**config.mk**
```make
export PLATFORM = sky130hd
export DESIGN_NAME = psp_div_cell
export DESIGN_NICKNAME = d
export VERILOG_FILES = /design/src/sv/psp_pkg.sv /design/src/sv/psp_div_cell.sv
export SDC_FILE = /design/constraint.sdc
export NUM_CORES = 1
export LEC_CHECK = 0
export BUFFER_PORTS_ARGS = -buffer_cell sky130_fd_sc_hd__buf_2
export CAP_MARGIN = 20
export CORE_ASPECT_RATIO = 1.4
export CORE_MARGIN = 4
export CORE_UTILIZATION = 35
export CTS_CLUSTER_DIAMETER = 80
export CTS_CLUSTER_SIZE = 24
export DETAILED_ROUTE_END_ITERATION = 12
export MAX_ROUTING_LAYER = met4
export PLACE_DENSITY = 0.69
export SLEW_MARGIN = 25
export SYNTH_ARGS = -nofsm -noshare
export SYNTH_HDL_FRONTEND = slang
export SYNTH_SLANG_ARGS = --single-unit
```
**constraint.sdc**
```tcl
create_clock -name i_clk -period 8.5 [get_ports i_clk]
set_clock_uncertainty 0.1 [all_clocks]
set_input_delay 0.85 -clock i_clk [delete_from_list [all_inputs] [get_ports i_clk]]
set_output_delay 0.85 -clock i_clk [all_outputs]
set_load 0.05 [all_outputs]
```
**src/sv/psp_pkg.sv**
```systemverilog
// Shared constants and types for the point-to-segment projection block.
// Depends on nothing; every other file of the block imports it.
package psp_pkg;

    localparam int COORD_BITS_DEF = 16;
    localparam int FRAC_BITS_DEF  = 16;

    // Width of the reported position and of the quotient built by the cell row.
    localparam int POS_BITS   = 32;
    localparam int QUOT_BITS  = POS_BITS + 1;

    typedef struct packed {
        logic on_seg;
        logic neg;
        logic degen;
        logic ovf;
    } t_flags;

endpackage

```
**src/sv/psp_div_cell.sv**
```systemverilog
// One cell of the divider row: decides one quotient bit by a trial subtract
// and hands remainder and request data to the next cell. Depends on psp_pkg.
module psp_div_cell #(
    parameter int COORD_BITS = psp_pkg::COORD_BITS_DEF,
    parameter int FRAC_BITS  = psp_pkg::FRAC_BITS_DEF,
    parameter int IDX        = 0
) (
    input  logic                             i_clk,
    input  logic                             i_rst_n,
    input  logic                             i_valid,
    output logic                             o_ready,
    input  logic [2*COORD_BITS+1:0]          i_rem,
    input  logic [2*COORD_BITS+1:0]          i_den,
    input  logic [2*COORD_BITS+1:0]          i_mag,
    input  logic [psp_pkg::QUOT_BITS-1:0]    i_quot,
    input  psp_pkg::t_flags                  i_flags,
    input  logic signed [COORD_BITS-1:0]     i_sx,
    input  logic signed [COORD_BITS-1:0]     i_sy,
    input  logic signed [COORD_BITS:0]       i_dx,
    input  logic signed [COORD_BITS:0]       i_dy,
    output logic                             o_valid,
    input  logic                             i_ready,
    output logic [2*COORD_BITS+1:0]          o_rem,
    output logic [2*COORD_BITS+1:0]          o_den,
    output logic [2*COORD_BITS+1:0]          o_mag,
    output logic [psp_pkg::QUOT_BITS-1:0]    o_quot,
    output psp_pkg::t_flags                  o_flags,
    output logic signed [COORD_BITS-1:0]     o_sx,
    output logic signed [COORD_BITS-1:0]     o_sy,
    output logic signed [COORD_BITS:0]       o_dx,
    output logic signed [COORD_BITS:0]       o_dy
);
    import psp_pkg::*;

    localparam int DW      = 2 * COORD_BITS + 2;
    localparam int BIT_POS = QUOT_BITS - 1 - IDX;
    localparam int MAG_IDX = BIT_POS - FRAC_BITS;

    logic                         r_valid;
    logic                         w_ld;
    logic                         w_bit;
    logic [DW:0]                  w_shift, w_diff;
    logic                         w_ge;
    logic [QUOT_BITS-1:0]         w_quot;
    logic [DW-1:0]                r_rem, r_den, r_mag;
    logic [QUOT_BITS-1:0]         r_quot;
    t_flags                       r_flags;
    logic signed [COORD_BITS-1:0] r_sx, r_sy;
    logic signed [COORD_BITS:0]   r_dx, r_dy;

    // The dividend is the magnitude shifted up by the fraction width.
    generate
        if (MAG_IDX >= 0 && MAG_IDX < DW) begin : g_mag_bit
            assign w_bit = i_mag[MAG_IDX];
        end else begin : g_zero_bit
            assign w_bit = 1'b0;
        end
    endgenerate

    always_comb begin
        w_shift         = {i_rem, w_bit};
        w_diff          = w_shift - {1'b0, i_den};
        w_ge            = (w_shift >= {1'b0, i_den});
        w_quot          = i_quot;
        w_quot[BIT_POS] = w_ge;
    end

    assign w_ld    = !r_valid || i_ready;
    assign o_ready = w_ld;
    assign o_valid = r_valid;

    always_ff @(posedge i_clk) begin
        if (!i_rst_n) begin
            r_valid <= 1'b0;
        end else if (w_ld) begin
            r_valid <= i_valid;
        end
    end

    always_ff @(posedge i_clk) begin
        if (w_ld) begin
            r_rem   <= w_ge ? w_diff[DW-1:0] : w_shift[DW-1:0];
            r_den   <= i_den;
            r_mag   <= i_mag;
            r_quot  <= w_quot;
            r_flags <= i_flags;
            r_sx    <= i_sx;
            r_sy    <= i_sy;
            r_dx    <= i_dx;
            r_dy    <= i_dy;
        end
    end

    assign o_rem   = r_rem;
    assign o_den   = r_den;
    assign o_mag   = r_mag;
    assign o_quot  = r_quot;
    assign o_flags = r_flags;
    assign o_sx    = r_sx;
    assign o_sy    = r_sy;
    assign o_dx    = r_dx;
    assign o_dy    = r_dy;

endmodule

```
==> metrics.md <==
| Metric | Value |
|---|---|
| Hold Slack | ~0.45 ns |
| Reg2Reg Depth | 3 |
| Num rows | 67 |
| Root buf cell | clkbuf_16 |
| Most frequent cells in the layout | buf_2, edfxtp_1, nand2_1 |
| Final Hold Vio Count | 0 |
| Final WS setup | 4.60 ns |
| Measured slew at the worst slew-check pin | roughly 0.77 ns |
| Sw Ratio | about a third |
| Clock sink total | 206 |
| Min-Delay Path Depth | 1 |
| Post-CTS Setup Bufs | 0 |
| P_sw | 0.877 mW |
| P_int | 1.68 mW |
| H-Tree Depth | 1 |
| Outcome | finished, final reports clean |
| Type of origin of the critical path | input pin |
| Largest net degree at the start of global routing | 85 |
| Num ports | ~420 |
| Drt pass-1 iters | 5 |
| CTS clock-pin slew for the worst setup and hold paths | ~0.1 ns |
| Required @ worst endpoint | between 8 and 9 ns |
| Gate power share | between 20% and 30% |
| Kind of critical path | in -> reg |
| Remaining antenna violation count | 0 |
| Synth Instances | between 500 and 600 |
| GP Congestion | 0.871 |
| Count of warnings emitted by yosys | 0 |
| Sequential share of the synthesized area | between 70% and 80% |
| Initial DRC count | ~310 |
| Vias | between 6000 and 7000 |
| Commonest non-fill, non-tap cell in the layout | buf_2 |
| CTS tree | yes |
| Die Width | about 140 um |
| Vias in the first global route | roughly 6300 |
| CP Max Fanout | 43 |
| Rel. slew slack | between 40% and 50% |
| CTS Hold Buffers Added | 0 |
| Max cap viols | 0 |
| Clock share of power | between 20% and 30% |
| CTS buffer count | 13 |
| Nets | between 1000 and 1500 |
| RSZ-0062 raised after global routing | false |
| Async set-or-reset flop fraction in the synthesized netlist | 0% |
| Area contributors post-synth | edfxtp_1, ha_1, o21ai_0 |
| Area share of the largest cell type after synthesis | a little under three quarters |
| Worst-Skew Late Latency | between 0.4 and 0.5 ns |
| Worst Path Arrival | roughly 4.0 ns |
| Synth Flop Type | edfxtp_1 |
| Total track usage | 19.1% |
| Worst vdd ir | approximately 160 uV |
| Pleak | 5.03 nW |
| Setup TNS | 0 ns |
| Vias/cell | slightly below 5 |
| Synthesis-to-finish area growth | 32.5% |
| Fin crit period | between 3 and 4 ns |
| Design area | 11300 um2 |
| Total Power | 2.56 mW |
| Post_cts resized | 0 |
| Post-Syn Area | ~8600 um2 |
| Count of cell types in the netlist | 57 |
| Syn_nets | approximately 830 |
| Fillers | 2198 |
| Seq pwr share | 48.8% |
| Avg Cell Area, Syn | roughly 15 um2 |
| Layout cells sized above 1 | ~45% |
| Detailed placer's ending HPWL | 21.9 mm |
| Wirelength, routed | about 27 mm |
| First-pass GRT wire length | between 30 and 40 mm |
| Setup Slack @ Placement | 4.10 ns |
| Initial antenna violation count | 12 |
| Clock buffer depth | 3 |
| EDFF count, synth | 205 |
| Final Cycle Share | 45.9% |
| Synth Register Bits | 206 |
| GRT overflow | 0 |
| Max Slew Vio Count | 0 |
| Synth area leader | edfxtp_1 |
| Initial core utilization | a little over a third |
| Die Y | just under 200 um |
| Die footprint | approximately 27000 um2 |
| # port buffers | between 400 and 500 |
| Core ar. | approximately 24000 um2 |
| Fmax | 257 MHz |
| Cell Area, Placed | 11000 um2 |
| DR WL/cell | just over 20 um |
| CP Capture Type | register |
| DRC | 0 |
| Worst Hold Class | in -> reg |
| Power density over the cells | roughly 230 nW/um2 |
| Setup Viol. Count Final | 0 |
[path summary, 6_finish.rpt]
| kind | slack (ns) | start | to |
|---|---|---|---|
| max | 4.60 | i_den[4] | o_rem[1] |
| min | 0.45 | i_quot[2] | o_quot[2] |
| max reg2reg | 6.05 | o_valid | o_quot[8] |
| min reg2reg | 0.73 | o_valid | o_rem[5] |
[Yosys cell counts (4+ instances only)]
cell        n
o21bai_1    4
edfxtp_1  205
nand2_1    52
inv_1      42
o21ai_1     4
and2_1      4
ha_1       34
clkbuf_1    9
o21ai_0    44
nor2_1     22
o31ai_1     4
nand3_1     7
nor3_1      6
a21o_1     11
xor2_1     13
o211ai_1    4
buf_2       4
nand4_1     9
xnor2_1    16
a21oi_1    32
nand2b_1    5
[sequential cells by signal, indices dropped and copies added (netlist names)]
register,count
o_flags,4
o_den,34
o_dy,17
o_rem,34
o_quot,33
o_sx,16
o_sy,16
o_dx,17
o_mag,34
o_valid,1
[cell families after synthesis]
| logic type | count (synthesis) | share of synthesized area [%] |
|---|---|---|
| muxes | 4 | 0.526 |
| buffers and inverters | 64 | 3.26 |
| AOI/OAI and AO/OA | 132 | 9.66 |
| xor gates and xnor gates | 29 | 2.97 |
| adders and majority gates | 35 | 5.20 |
| and+or+nand+nor | 118 | 6.30 |
| DFF | 206 | 72.1 |
[area by class of cell]
| type | count | area, um2 | area share [%] |
|---|---|---|---|
| Inverter | 43 | 161 | 1.42 |
| Timing Repair Buffer | 418 | 2110 | 18.6 |
| Clock buffer | 13 | 325 | 2.87 |
| Multi-Input combinational cell | 318 | 2130 | 18.7 |
| Clock inverter | 4 | 43.8 | 0.386 |
| Sequential cell | 206 | 6180 | 54.4 |
| Tap cell | 310 | 388 | 3.42 |
| Antenna cell | 8 | 20.0 | 0.176 |
[through the flow]
| step | utilization, % | cells |
|---|---|---|
| after floorplan | - | 588 |
| after global placement | 45.5 | 1295 |
| after detailed placement | 45.5 | 1295 |
| after CTS | 47.1 | 1312 |
| after global routing | 47.2 | 1320 |
| final | 47.2 | 1320 |
[critical path, cell delays in order]
cell and delay [ns]:
buf_2 0.11, inv_1 0.04, ha_1 0.34, a21o_1 0.19
or3_1 0.33, o211ai_2 0.26, o21ai_1 0.17, a32o_2 0.35
a21boi_4 0.49, buf_4 0.47, mux2_2 0.39
[power groups by stage]
stage                     clock, mW  combinational [mW]  sequential (mW)
final                         0.626               0.683             1.25
after global routing          0.690               0.720             1.26
after CTS                     0.646               0.689             1.25
after detailed placement          0               0.687             1.27
after global placement            0               0.681             1.27
after floorplan                   0               0.161             1.61
[routing by layer]
| layer | GRT usage (%) | up-vias | wire (um) |
|---|---|---|---|
| met5 | - | - | 0 |
| met4 | 5.15 | 0 | 579 |
| met3 | 6.86 | 33 | 2830 |
| met2 | 33.5 | 278 | 14200 |
| met1 | 20.6 | 3051 | 9600 |
| li1 | - | 3021 | - |
(Power assumes the default switching activity.)
