===== config.mk =====
export PLATFORM = sky130hd
export DESIGN_NAME = psp_back
export DESIGN_NICKNAME = d
export VERILOG_FILES = /design/src/sv/psp_pkg.sv /design/src/sv/psp_back.sv
export SDC_FILE = /design/constraint.sdc
export NUM_CORES = 2
export LEC_CHECK = 0
export BUFFER_PORTS_ARGS = -buffer_cell sky130_fd_sc_hd__buf_2
export CORE_MARGIN = 2
export CORE_UTILIZATION = 45
export DETAILED_ROUTE_END_ITERATION = 16
export SLEW_MARGIN = 15
export SYNTH_ARGS = -nofsm -noshare
export SYNTH_HDL_FRONTEND = slang
export SYNTH_SLANG_ARGS = --single-unit

===== constraint.sdc =====
create_clock -name i_clk -period 8.2 [get_ports i_clk]
set_clock_uncertainty 0.1 [all_clocks]
set_input_delay 2.46 -clock i_clk [delete_from_list [all_inputs] [get_ports i_clk]]
set_output_delay 2.46 -clock i_clk [all_outputs]
set_load 0.05 [all_outputs]

===== src/sv/psp_pkg.sv =====
// Shared constants and types for the point-to-segment projection block.
// Depends on nothing; every other file of the block imports it.
package psp_pkg;

    localparam int COORD_BITS_DEF = 16;
    localparam int FRAC_BITS_DEF  = 16;

    // Width of the reported position and of the quotient built by the cell row.
    localparam int POS_BITS   = 32;
    localparam int QUOT_BITS  = POS_BITS + 1;

    typedef struct packed {
        logic on_seg;
        logic neg;
        logic degen;
        logic ovf;
    } t_flags;

endpackage


===== src/sv/psp_back.sv =====
// Back end: saturation and sign of the position, then the projected point
// with round half up. Three stages, the last is the output register.
// Depends on psp_pkg.
module psp_back #(
    parameter int COORD_BITS = psp_pkg::COORD_BITS_DEF,
    parameter int FRAC_BITS  = psp_pkg::FRAC_BITS_DEF
) (
    input  logic                                i_clk,
    input  logic                                i_rst_n,
    input  logic                                i_valid,
    output logic                                o_ready,
    input  logic [psp_pkg::QUOT_BITS-1:0]       i_quot,
    input  psp_pkg::t_flags                     i_flags,
    input  logic signed [COORD_BITS-1:0]        i_sx,
    input  logic signed [COORD_BITS-1:0]        i_sy,
    input  logic signed [COORD_BITS:0]          i_dx,
    input  logic signed [COORD_BITS:0]          i_dy,
    output logic                                o_valid,
    input  logic                                i_ready,
    output logic signed [psp_pkg::POS_BITS-1:0] o_position,
    output logic                                o_inside,
    output logic signed [COORD_BITS-1:0]        o_proj_x,
    output logic signed [COORD_BITS-1:0]        o_proj_y,
    output logic                                o_degen,
    output logic                                o_sat
);
    import psp_pkg::*;

    localparam int PW = FRAC_BITS + COORD_BITS + 3;
    localparam logic [POS_BITS-1:0] NEG_LIMIT = {1'b1, {(POS_BITS-1){1'b0}}};
    localparam logic [POS_BITS-1:0] POS_LIMIT = {1'b0, {(POS_BITS-1){1'b1}}};
    localparam logic signed [PW-1:0] RND = {{(PW-1){1'b0}}, 1'b1} << (FRAC_BITS - 1);

    logic r_e_valid, r_f_valid, r_g_valid;
    logic w_ld_e, w_ld_f, w_ld_g;

    logic [POS_BITS-1:0] w_limit, w_mag, w_pos;
    logic                w_sat;

    logic [POS_BITS-1:0]          r_e_pos;
    logic [FRAC_BITS:0]           r_e_tq;
    logic                         r_e_inside, r_e_degen, r_e_sat;
    logic signed [COORD_BITS-1:0] r_e_sx, r_e_sy;
    logic signed [COORD_BITS:0]   r_e_dx, r_e_dy;

    logic [POS_BITS-1:0]          r_f_pos;
    logic signed [PW-1:0]         r_f_prod_x, r_f_prod_y;
    logic                         r_f_inside, r_f_degen, r_f_sat;
    logic signed [COORD_BITS-1:0] r_f_sx, r_f_sy;

    logic signed [PW-1:0]         w_sum_x, w_sum_y, w_q_x, w_q_y;
    logic [COORD_BITS-1:0]        w_proj_x, w_proj_y;

    logic [POS_BITS-1:0]          r_g_pos;
    logic [COORD_BITS-1:0]        r_g_proj_x, r_g_proj_y;
    logic                         r_g_inside, r_g_degen, r_g_sat;

    assign w_ld_g  = !r_g_valid || i_ready;
    assign w_ld_f  = !r_f_valid || w_ld_g;
    assign w_ld_e  = !r_e_valid || w_ld_f;
    assign o_ready = w_ld_e;
    assign o_valid = r_g_valid;

    always_ff @(posedge i_clk) begin
        if (!i_rst_n) begin
            r_e_valid <= 1'b0;
            r_f_valid <= 1'b0;
            r_g_valid <= 1'b0;
        end else begin
            if (w_ld_e) r_e_valid <= i_valid;
            if (w_ld_f) r_f_valid <= r_e_valid;
            if (w_ld_g) r_g_valid <= r_f_valid;
        end
    end

    always_comb begin
        w_limit = i_flags.neg ? NEG_LIMIT : POS_LIMIT;
        w_sat   = !i_flags.degen && (i_flags.ovf || (i_quot > {1'b0, w_limit}));
        w_mag   = w_sat ? w_limit : i_quot[POS_BITS-1:0];
        if (i_flags.degen) begin
            w_pos = '0;
        end else if (i_flags.neg) begin
            w_pos = POS_BITS'(~w_mag + 1'b1);
        end else begin
            w_pos = w_mag;
        end
    end

    always_ff @(posedge i_clk) begin
        if (w_ld_e) begin
            r_e_pos    <= w_pos;
            r_e_tq     <= w_mag[FRAC_BITS:0];
            r_e_inside <= i_flags.on_seg;
            r_e_degen  <= i_flags.degen;
            r_e_sat    <= w_sat;
            r_e_sx     <= i_sx;
            r_e_sy     <= i_sy;
            r_e_dx     <= i_dx;
            r_e_dy     <= i_dy;
        end
    end

    always_ff @(posedge i_clk) begin
        if (w_ld_f) begin
            r_f_pos    <= r_e_pos;
            r_f_prod_x <= $signed({1'b0, r_e_tq}) * r_e_dx;
            r_f_prod_y <= $signed({1'b0, r_e_tq}) * r_e_dy;
            r_f_inside <= r_e_inside;
            r_f_degen  <= r_e_degen;
            r_f_sat    <= r_e_sat;
            r_f_sx     <= r_e_sx;
            r_f_sy     <= r_e_sy;
        end
    end

    always_comb begin
        w_sum_x  = r_f_prod_x + RND;
        w_sum_y  = r_f_prod_y + RND;
        w_q_x    = w_sum_x >>> FRAC_BITS;
        w_q_y    = w_sum_y >>> FRAC_BITS;
        w_proj_x = r_f_sx + w_q_x[COORD_BITS-1:0];
        w_proj_y = r_f_sy + w_q_y[COORD_BITS-1:0];
    end

    always_ff @(posedge i_clk) begin
        if (w_ld_g) begin
            r_g_pos    <= r_f_pos;
            r_g_proj_x <= r_f_inside ? w_proj_x : '0;
            r_g_proj_y <= r_f_inside ? w_proj_y : '0;
            r_g_inside <= r_f_inside;
            r_g_degen  <= r_f_degen;
            r_g_sat    <= r_f_sat;
        end
    end

    assign o_position = r_g_pos;
    assign o_inside   = r_g_inside;
    assign o_proj_x   = r_g_proj_x;
    assign o_proj_y   = r_g_proj_y;
    assign o_degen    = r_g_degen;
    assign o_sat      = r_g_sat;

endmodule


==> metrics.txt <==
status=completed; register cell area after layout=8648 um^2; Worst slew margin=22.27%; WP buf/inv=7; syn avg cell area=10.43 um^2; Worst-Skew Late Latency=0.56 ns; Synth Area in Compound Gates=4.829%; PortBufs=175; Core ar.=67400 um^2; drc violations=0; drt total wl=73300 um; critical path class=flop to flop; drt first pass iters=6; via density per instance=5.174; Pwr Density=441.4 nW/um^2; share of cells above drive strength 1=9.678%; FF-to-FF End=r_f_prod_x[31]; per-cell routed wire length=18.39 um; TritonCTS buffer count=35; Setup crit end kind=flop; Worst-Margin Slew=1.166 ns; period utilization=89.24%; most common cell after layout, fill and taps aside=inv_1; main combinational cell family by area after synthesis=adder cells; Area Growth Syn to Fin=10.00%; Die H=265.3 um; setup TNS=0 ns; EDFF count, synth=286; Non-Filler Instances=3986; Final Slew Violations=0; post-placement cell count=3924; CTS max path bufs=3; R2R setup slack=0.88 ns; crit path cell chain=buf_4, nand2_1, fa_1, inv_1, fa_1, inv_1, fa_1, inv_1, fa_1, fa_1, inv_1, fa_1, inv_1, ha_1, nand2_1, a211oi_1, o41ai_1, buf_4, a41oi_1, a31oi_1, o31ai_1, nor4_1, nor3_1, xnor2_1; R2R depth=24; Leakage=16.27 nW; syn nets=3778; initial antenna violation count=1; fraction of registers with async set/reset=0%; Routability Congestion=0.8747; post-CTS sizing=0; hold_buf cts=0; Die W=265.3 um; Finished Cell Area=33800 um^2; register area share after synthesis=28.14%; Worst R2R Start=r_e_tq[5]; CTS tree=built; CP max stage cell=edfxtp_1; CTS Root Cell=clkbuf_16; Setup-failing EPs final=0; Seq cells post-synth=289; hold crit path type=flop to flop; pin count of the biggest net entering global routing=70; Max FO, Critical Path=22; area share of and/or/nand/nor cells after synthesis=15.18%; CP max stage delay=0.91 ns; All-Layer GR Usage=21.59%; Critical path origin=r_e_tq[5]; most numerous cell on the critical path=fa_1; drt first-iter violations=1247; final-layout fill cell count=6062; placed cell areas=32640 um^2; Fmax achieved=0.1367 GHz; CTS Sinks=289; commonest cells after routing, fill and taps aside=inv_1 (552), fa_1 (448), nand2_1 (336), and2_1 (316), edfxtp_1 (286); library cells used by synthesis=65; hold path start=r_f_pos[16]; max cap viols=0; worst setup path end=r_f_prod_x[31]; Final #Nets=3920; Synth Flop Type=edfxtp_1; Multi-input gate area=19580 um^2; Syn Inst Count=2946; critical path required time=8.40 ns; area share of fa/ha/maj cells after synthesis=40.46%; global-route wire length before repair=120000 um; total chip power=14.92 mW; Final Hold Viols=0; postcts setup bufs=0; Row Count=95; Critical Path Source Type=flop; Max VDD drop=0.6278 mV; Synthesis Warnings=0; critical path depth=24; antenna-violating nets left=0; Die ar.=70400 um^2; Via Count=20624; synthesized area=30730 um^2; critical path's top delay family=adder cells; Synth Area in XOR/XNOR=2.679%; Final Critical Period=7.318 ns; clock-pin slew on the worst setup and hold paths=0.06 ns; DP Wirelength=57400 um; H-tree depth=2; RSZ-0062 raised after global routing=no; I/O Pins=176; vias in the first global route=22360; WP data arrival=7.52 ns; Initial Util=45.60%; grt ovf=0; mux share of post-synthesis cell area=0.4967%
[worst min path at each step]
stage                     endpoint  slack [ns]  cells past startpoint
finish              o_position[16]        0.32                      0
global route        o_position[10]        0.32                      0
CTS                 o_position[30]        0.31                      0
detailed placement  o_position[16]        0.30                      0
global placement       r_f_pos[27]        0.30                      0
floorplan                  o_degen        0.30                      0
[per-stage QoR]
step	setup WS (ns)	hold WS, ns	utilization [%]
finish	0.8824	0.3162	50.16
global route	0.4535	0.3219	50.15
CTS	0.8946	0.3109	50.15
detailed placement	0.9743	0.3045	48.43
global placement	1.118	0.3017	48.43
floorplan	0.7971	0.3003	-
[worst register-to-register path, stage by stage (launching register included)]
cell,delay [ns]
edfxtp_1,0.91
buf_4,0.35
nand2_1,0.09
fa_1,0.49
inv_1,0.06
fa_1,0.50
inv_1,0.05
fa_1,0.54
inv_1,0.05
fa_1,0.46
fa_1,0.51
inv_1,0.06
fa_1,0.48
inv_1,0.04
ha_1,0.31
nand2_1,0.08
a211oi_1,0.30
o41ai_1,0.12
buf_4,0.16
a41oi_1,0.33
a31oi_1,0.17
o31ai_1,0.49
nor4_1,0.10
nor3_1,0.24
xnor2_1,0.09
[logic make-up (layout without fill, tap and decap cells)]
group | count (synthesis) | after routing
other | 0 | 3
flip-flops | 289 | 289
XOR/XNOR | 94 | 94
buffers and inverters | 671 | 835
AO/OA/AOI/OAI | 237 | 237
multiplexers | 14 | 14
adder cells (fa/ha/maj) | 725 | 725
AND/OR/NAND/NOR | 916 | 916
[cell type report]
class | count | area share (%)
repair buffers | 220 | 3.627
diodes | 3 | 0.02221
flip-flops and latches | 289 | 25.58
well taps | 873 | 3.231
inverters | 556 | 6.174
clock buffers | 40 | 2.646
clock inverters | 19 | 0.7847
multi-input cells | 1986 | 57.93
[routing by layer]
layer / wire, um / global-route usage (%) / vias up
li1: - / - / 9587
met1: 31970 / 29.08 / 10386
met2: 35660 / 36.67 / 534
met3: 3577 / 2.648 / 117
met4: 2092 / 6.444 / 0
met5: 0 / 0 / -
[cells in the mapped netlist, drive strengths merged, types with 10 or more instances]
library cell / number / share of area (%)
inv: 553 / 6.8
fa: 448 / 29
nand2: 338 / 4.2
and2: 316 / 6.4
edfxtp: 286 / 28
ha: 277 / 11
clkbuf: 112 / 1.4
nor2: 90 / 1.1
a21oi: 69 / 1.1
xnor2: 62 / 1.8
o21ai: 58 / 0.94
nor3: 36 / 0.66
a21o: 34 / 0.83
nand3: 33 / 0.54
xor2: 32 / 0.91
nand2b: 22 / 0.45
and3: 19 / 0.39
nand4: 16 / 0.33
or3: 13 / 0.30
o21a: 12 / 0.29
mux2: 10 / 0.37
[sequential cells by signal (all words and copies together), names as in the netlist, 17 cells and up]
name        flops
r_f_pos        32
r_e_dy         17
r_f_prod_y     17
r_e_tq         17
r_e_pos        32
r_e_dx         17
o_position     32
r_f_prod_x     17
[report_power, final]
part | total [mW] | switching, mW | internal [mW]
registers | 2.62 | 0.207 | 2.41
clock network | 1.58 | 0.631 | 0.947
logic | 10.7 | 6.06 | 4.67
total | 14.9 | 6.90 | 8.03
(Power assumes the default switching activity.)
