## config.mk

```make
export PLATFORM = sky130hd
export DESIGN_NAME = psp_front
export DESIGN_NICKNAME = d
export VERILOG_FILES = /design/src/sv/psp_pkg.sv /design/src/sv/psp_front.sv
export SDC_FILE = /design/constraint.sdc
export NUM_CORES = 2
export LEC_CHECK = 0
export CAP_MARGIN = 10
export CORE_MARGIN = 5
export CORE_UTILIZATION = 60
export DETAILED_ROUTE_END_ITERATION = 10
export DONT_BUFFER_PORTS = 1
export HOLD_SLACK_MARGIN = 0.08
export PLACE_DENSITY = 0.79
export SYNTH_ARGS = -nofsm -noshare
export SYNTH_HDL_FRONTEND = slang
export SYNTH_SLANG_ARGS = --single-unit
```

## constraint.sdc

```tcl
create_clock -name i_clk -period 6.95 [get_ports i_clk]
set_input_delay 0.695 -clock i_clk [delete_from_list [all_inputs] [get_ports i_clk]]
set_output_delay 0.695 -clock i_clk [all_outputs]
set_load 0.01 [all_outputs]
```

## src/sv/psp_pkg.sv

```systemverilog
// Shared constants and types for the point-to-segment projection block.
// Depends on nothing; every other file of the block imports it.
package psp_pkg;

    localparam int COORD_BITS_DEF = 16;
    localparam int FRAC_BITS_DEF  = 16;

    // Width of the reported position and of the quotient built by the cell row.
    localparam int POS_BITS   = 32;
    localparam int QUOT_BITS  = POS_BITS + 1;

    typedef struct packed {
        logic on_seg;
        logic neg;
        logic degen;
        logic ovf;
    } t_flags;

endpackage

```

## src/sv/psp_front.sv

```systemverilog
// Front end: differences, dot products, numerator and denominator, and the
// divider's starting remainder. Four pipeline stages. Depends on psp_pkg.
module psp_front #(
    parameter int COORD_BITS = psp_pkg::COORD_BITS_DEF,
    parameter int FRAC_BITS  = psp_pkg::FRAC_BITS_DEF
) (
    input  logic                          i_clk,
    input  logic                          i_rst_n,
    input  logic                          i_valid,
    output logic                          o_ready,
    input  logic signed [COORD_BITS-1:0]  i_px,
    input  logic signed [COORD_BITS-1:0]  i_py,
    input  logic signed [COORD_BITS-1:0]  i_sx,
    input  logic signed [COORD_BITS-1:0]  i_sy,
    input  logic signed [COORD_BITS-1:0]  i_ex,
    input  logic signed [COORD_BITS-1:0]  i_ey,
    output logic                          o_valid,
    input  logic                          i_ready,
    output logic [2*COORD_BITS+1:0]       o_rem,
    output logic [2*COORD_BITS+1:0]       o_den,
    output logic [2*COORD_BITS+1:0]       o_mag,
    output psp_pkg::t_flags               o_flags,
    output logic signed [COORD_BITS-1:0]  o_sx,
    output logic signed [COORD_BITS-1:0]  o_sy,
    output logic signed [COORD_BITS:0]    o_dx,
    output logic signed [COORD_BITS:0]    o_dy
);
    import psp_pkg::*;

    localparam int DW        = 2 * COORD_BITS + 2;
    localparam int NW        = 2 * COORD_BITS + 3;
    localparam int PRE_SHIFT = QUOT_BITS - FRAC_BITS;

    logic r_a_valid, r_b_valid, r_c_valid, r_d_valid;
    logic w_ld_a, w_ld_b, w_ld_c, w_ld_d;

    logic signed [COORD_BITS:0]   r_a_vx, r_a_vy, r_a_dx, r_a_dy;
    logic signed [COORD_BITS-1:0] r_a_sx, r_a_sy;

    logic signed [DW-1:0]         r_b_pn0, r_b_pn1, r_b_pd0, r_b_pd1;
    logic signed [COORD_BITS:0]   r_b_dx, r_b_dy;
    logic signed [COORD_BITS-1:0] r_b_sx, r_b_sy;

    logic signed [NW-1:0]         r_c_num;
    logic [DW-1:0]                r_c_den;
    logic signed [COORD_BITS:0]   r_c_dx, r_c_dy;
    logic signed [COORD_BITS-1:0] r_c_sx, r_c_sy;

    logic [DW-1:0]                r_d_rem, r_d_den, r_d_mag;
    t_flags                       r_d_flags;
    logic signed [COORD_BITS:0]   r_d_dx, r_d_dy;
    logic signed [COORD_BITS-1:0] r_d_sx, r_d_sy;

    logic          w_neg;
    logic [NW-1:0] w_abs;
    logic [DW-1:0] w_mag, w_init;
    t_flags        w_flags;

    assign w_ld_d  = !r_d_valid || i_ready;
    assign w_ld_c  = !r_c_valid || w_ld_d;
    assign w_ld_b  = !r_b_valid || w_ld_c;
    assign w_ld_a  = !r_a_valid || w_ld_b;
    assign o_ready = w_ld_a;
    assign o_valid = r_d_valid;

    always_ff @(posedge i_clk) begin
        if (!i_rst_n) begin
            r_a_valid <= 1'b0;
            r_b_valid <= 1'b0;
            r_c_valid <= 1'b0;
            r_d_valid <= 1'b0;
        end else begin
            if (w_ld_a) r_a_valid <= i_valid;
            if (w_ld_b) r_b_valid <= r_a_valid;
            if (w_ld_c) r_c_valid <= r_b_valid;
            if (w_ld_d) r_d_valid <= r_c_valid;
        end
    end

    always_ff @(posedge i_clk) begin
        if (w_ld_a) begin
            r_a_vx <= {i_px[COORD_BITS-1], i_px} - {i_sx[COORD_BITS-1], i_sx};
            r_a_vy <= {i_py[COORD_BITS-1], i_py} - {i_sy[COORD_BITS-1], i_sy};
            r_a_dx <= {i_ex[COORD_BITS-1], i_ex} - {i_sx[COORD_BITS-1], i_sx};
            r_a_dy <= {i_ey[COORD_BITS-1], i_ey} - {i_sy[COORD_BITS-1], i_sy};
            r_a_sx <= i_sx;
            r_a_sy <= i_sy;
        end
    end

    always_ff @(posedge i_clk) begin
        if (w_ld_b) begin
            r_b_pn0 <= r_a_vx * r_a_dx;
            r_b_pn1 <= r_a_vy * r_a_dy;
            r_b_pd0 <= r_a_dx * r_a_dx;
            r_b_pd1 <= r_a_dy * r_a_dy;
            r_b_dx  <= r_a_dx;
            r_b_dy  <= r_a_dy;
            r_b_sx  <= r_a_sx;
            r_b_sy  <= r_a_sy;
        end
    end

    always_ff @(posedge i_clk) begin
        if (w_ld_c) begin
            r_c_num <= {r_b_pn0[DW-1], r_b_pn0} + {r_b_pn1[DW-1], r_b_pn1};
            r_c_den <= r_b_pd0 + r_b_pd1;
            r_c_dx  <= r_b_dx;
            r_c_dy  <= r_b_dy;
            r_c_sx  <= r_b_sx;
            r_c_sy  <= r_b_sy;
        end
    end

    always_comb begin
        w_neg          = r_c_num[NW-1];
        w_abs          = w_neg ? (~r_c_num + 1'b1) : r_c_num;
        w_mag          = w_abs[DW-1:0];
        w_init         = w_mag >> PRE_SHIFT;
        w_flags.on_seg = !w_neg && (r_c_num[DW-1:0] <= r_c_den) && (r_c_den != '0);
        w_flags.neg    = w_neg;
        w_flags.degen  = (r_c_den == '0);
        w_flags.ovf    = (w_init >= r_c_den);
    end

    always_ff @(posedge i_clk) begin
        if (w_ld_d) begin
            r_d_rem   <= w_init;
            r_d_den   <= r_c_den;
            r_d_mag   <= w_mag;
            r_d_flags <= w_flags;
            r_d_dx    <= r_c_dx;
            r_d_dy    <= r_c_dy;
            r_d_sx    <= r_c_sx;
            r_d_sy    <= r_c_sy;
        end
    end

    assign o_rem   = r_d_rem;
    assign o_den   = r_d_den;
    assign o_mag   = r_d_mag;
    assign o_flags = r_d_flags;
    assign o_sx    = r_d_sx;
    assign o_sy    = r_d_sy;
    assign o_dx    = r_d_dx;
    assign o_dy    = r_d_dy;

endmodule

```

==> metrics.md <==
| Metric | Value |
|---|---|
| Routed via count | `43764` |
| CP Capture Type | `register` |
| Syn_area_per_cell | `10.8 um^2` |
| Crit path kind | `register to register` |
| Post-DP HPWL | `124000 um` |
| Flops & latches, synth | `575` |
| Fmax | `148 MHz` |
| Synth Warn # | `0` |
| Total gr overflow | `0` |
| CP top delay family | `adder cells` |
| DRT Wirelength | `157000 um` |
| Initial antenna violation count | `5` |
| CP Max Fanout | `7` |
| Global-route wire length before repair | `252000 um` |
| Post-synth top flop | `edfxtp_1` |
| DRT iter0 DRCs | `3334` |
| Worst Skew | `~0.032 ns` |
| H-Tree Level Count | `3` |
| Status | `finished, final reports clean` |
| Hold Crit Class | `input port to register` |
| Leading cell type in the layout, fill and taps excluded | `inv_1` |
| EDFF count, synth | `between 500 and 600` |
| Worst-margin pin slew | `1.03 ns` |
| RR Startpoint | `r_a_dy[2]$_DFFE_PP_` |
| Flop2flop setup slack | `0.20 ns` |
| Starting Density | `roughly 61%` |
| Worst path most repeated cell | `fa_1` |
| Worst Path Required | `7.36 ns` |
| Crit path time final | `slightly below 7 ns` |
| Worst R2R End | `r_b_pd1[33]$_DFFE_PP_` |
| CTS sink cnt | `between 500 and 600` |
| Layout net count | `8042` |
| CP arrival | `7.15 ns` |
| ANT nets after route | `0` |
| Crit-path slowest cell | `fa_1` |
| Clock Latency Late Sink | `0.66 ns` |
| Rel. slew slack | `30.9%` |
| Post-Syn Area | `66200 um^2` |
| Register area share after synthesis | `26.0%` |
| Slew Limit Fails | `0` |
| Place WS | `-0.175 ns` |
| CP Launch Type | `register` |
| Die area | `117000 um^2` |
| Crit path buffers/inverters | `4` |
| Cells after Synth | `6156` |
| Placer congestion estimate | `between 0.9 and 1` |
| Most frequent cells in the layout | `1402 x inv_1, 1122 x fa_1, 571 x edfxtp_1` |
| Die width | `342 um` |
| CTS tree | `built` |
| Vias per cell | `5.61` |
| Routed len/inst | `20.1 um` |
| Share of layout cells above drive strength 1 | `under 10%` |
| Drc violations | `0` |
| Hold Buf Count CTS | `0` |
| IO Pins | `between 200 and 300` |
| Area Overhead vs Synth | `8.51%` |
| Worst hold endpoint | `r_a_sx[11]$_DFFE_PP_` |
| Reg2Reg Depth | `22` |
| CTS root buffer | `clkbuf_16` |
| Unique masters post-synth | `78` |
| Hold Vio Cnt, Final | `0` |
| # setup viols final | `0` |
| I/O Buffers | `0` |
| Post-synth ARST share | `0%` |
| Final worst path period share | `between 90% and 100%` |
| Row count | `about 120` |
| Hold Crit Start | `i_sx[11]` |
| Max-cap violations | `0` |
| Clock transition at the registers of the reported paths | `0.07 ns` |
| Die height | `between 300 and 400 um` |
| First-pass detailed-route iteration total | `6` |
| Hold path depth | `0` |
| All-Layer GR Usage | `27.6%` |
| CTS buffer count | `67` |
| Setup ws final | `0.204 ns` |
| Largest net degree at the start of global routing | `117` |
| Crit-path cells | `buf_4, nand2_1, fa_1, fa_1, fa_1, inv_1, fa_1, fa_1, inv_1, fa_1, inv_1, ha_1, and3_1, a221o_1, a21oi_2, o31ai_4, o311a_1, o41a_1, a41o_1, a311o_1, a21oi_2, xnor2_1` |
| Core Box Area | `109000 um^2` |
| Buffer depth of the longest clock path | `3` |
| Vias in the first global route | `46866` |
| Largest stage delay on the critical path | `0.52 ns` |
-- what timing repair did --
action	CTS	global route
buffers inserted	8	46
setup endpoints to repair	3	22
pin swaps	0	17
gates resized for setup	1	66
gates cloned	0	2
-- synthesized netlist by cell type, drive strengths merged (6+ instances only) --
library cell | n | share of area, %
nand2b | 48 | 0.45
o21ai | 127 | 0.96
nor2 | 225 | 1.3
inv | 1407 | 8.0
o211ai | 7 | 0.079
o21a | 50 | 0.57
ha | 536 | 10
o41ai | 7 | 0.093
o21bai | 25 | 0.28
and2 | 398 | 3.8
and3 | 17 | 0.16
buf | 38 | 0.41
or3 | 13 | 0.12
xnor2 | 234 | 3.1
clkbuf | 153 | 0.87
xor2 | 61 | 0.81
a21o | 91 | 1.0
a21oi | 168 | 1.3
nand2 | 503 | 2.9
and4 | 8 | 0.11
o2111ai | 13 | 0.17
a31o | 15 | 0.20
a21boi | 10 | 0.11
nand4 | 22 | 0.21
o31ai | 12 | 0.14
nor4 | 13 | 0.12
a31oi | 11 | 0.10
nor2b | 41 | 0.39
o31a | 6 | 0.079
a41oi | 6 | 0.079
edfxtp | 571 | 26
fa | 1128 | 34
nor3 | 44 | 0.34
nand3 | 38 | 0.29
a211oi | 23 | 0.26
or2 | 13 | 0.12
-- stage by stage --
step / hold WS (ns) / util (%) / instance area (um^2) / std cells / setup TNS, ns
4_1_cts: 0.0943 / 65.1 / 71200 / 7756 / -0.0247
3_3_place_gp: 0.400 / 62.9 / 68800 / 7629 / 0
2_1_floorplan: 0.400 / - / 66300 / 6172 / 0
5_1_grt: 0.108 / 65.7 / 71800 / 7804 / -0.129
6_report: 0.137 / 65.7 / 71800 / 7806 / 0
3_5_place_dp: 0.405 / 62.9 / 68800 / 7629 / -0.276
-- routing by layer --
layer	wire length [um]	GRT usage (%)
met5	30	0
met4	5170	8.69
met3	15600	6.59
met2	74800	44.9
met1	61400	37.0
-- state kept, by name, indices dropped and copies added (netlist names), 17 cells and up --
| name | count |
|---|---|
| r_c_dx | 17 |
| r_a_dy | 17 |
| o_den | 34 |
| r_b_pn1 | 34 |
| o_mag | 34 |
| r_b_pd0 | 33 |
| r_c_den | 34 |
| r_b_pn0 | 34 |
| r_a_vx | 17 |
| r_b_pd1 | 33 |
| r_a_vy | 17 |
| r_c_dy | 17 |
| o_dy | 17 |
| o_dx | 17 |
| r_a_dx | 17 |
| r_c_num | 35 |
-- cell type report --
type | count | area (um^2)
flip-flops and latches | 575 | 17200
well taps | 1476 | 1850
fillers | 8226 | 37500
inverters | 1408 | 5310
clock inverters | 37 | 564
repair buffers | 228 | 2040
multi-input cells | 3998 | 43100
clock buffers | 82 | 1740
diodes | 2 | 5.00
-- logic make-up (layout without fill, tap and decap cells) --
family	Yosys count	in the layout	synth area share (%)
flops	575	575	26.0
xor+xnor	295	295	3.90
simple gates	1398	1398	10.4
buf+inv	1599	1755	9.26
fa+ha+maj	1664	1664	44.2
compound gates	619	619	6.12
mux	5	5	0.0794
other cells	1	19	0.00566
-- how the worst max path moves through the flow --
stage | slack [ns] | endpoint | cells after the start | start
after floorplan | 0.06 | r_b_pn0[33]$_DFFE_PP_ | 23 | r_a_dx[2]$_DFFE_PP_
after global placement | 0.01 | r_b_pd0[33]$_DFFE_PP_ | 23 | r_a_dx[14]$_DFFE_PP_
after detailed placement | -0.18 | r_b_pd0[33]$_DFFE_PP_ | 23 | r_a_dx[14]$_DFFE_PP_
after CTS | -0.02 | r_b_pd0[33]$_DFFE_PP_ | 22 | r_a_dx[4]$_DFFE_PP_
after global routing | -0.04 | r_b_pd0[32]$_DFFE_PP_ | 25 | r_a_dx[4]$_DFFE_PP_
final | 0.20 | r_b_pd1[33]$_DFFE_PP_ | 22 | r_a_dy[2]$_DFFE_PP_
Power is not shown: default switching activity piles up to over one toggle a cycle in this logic, so the estimate is an artifact.
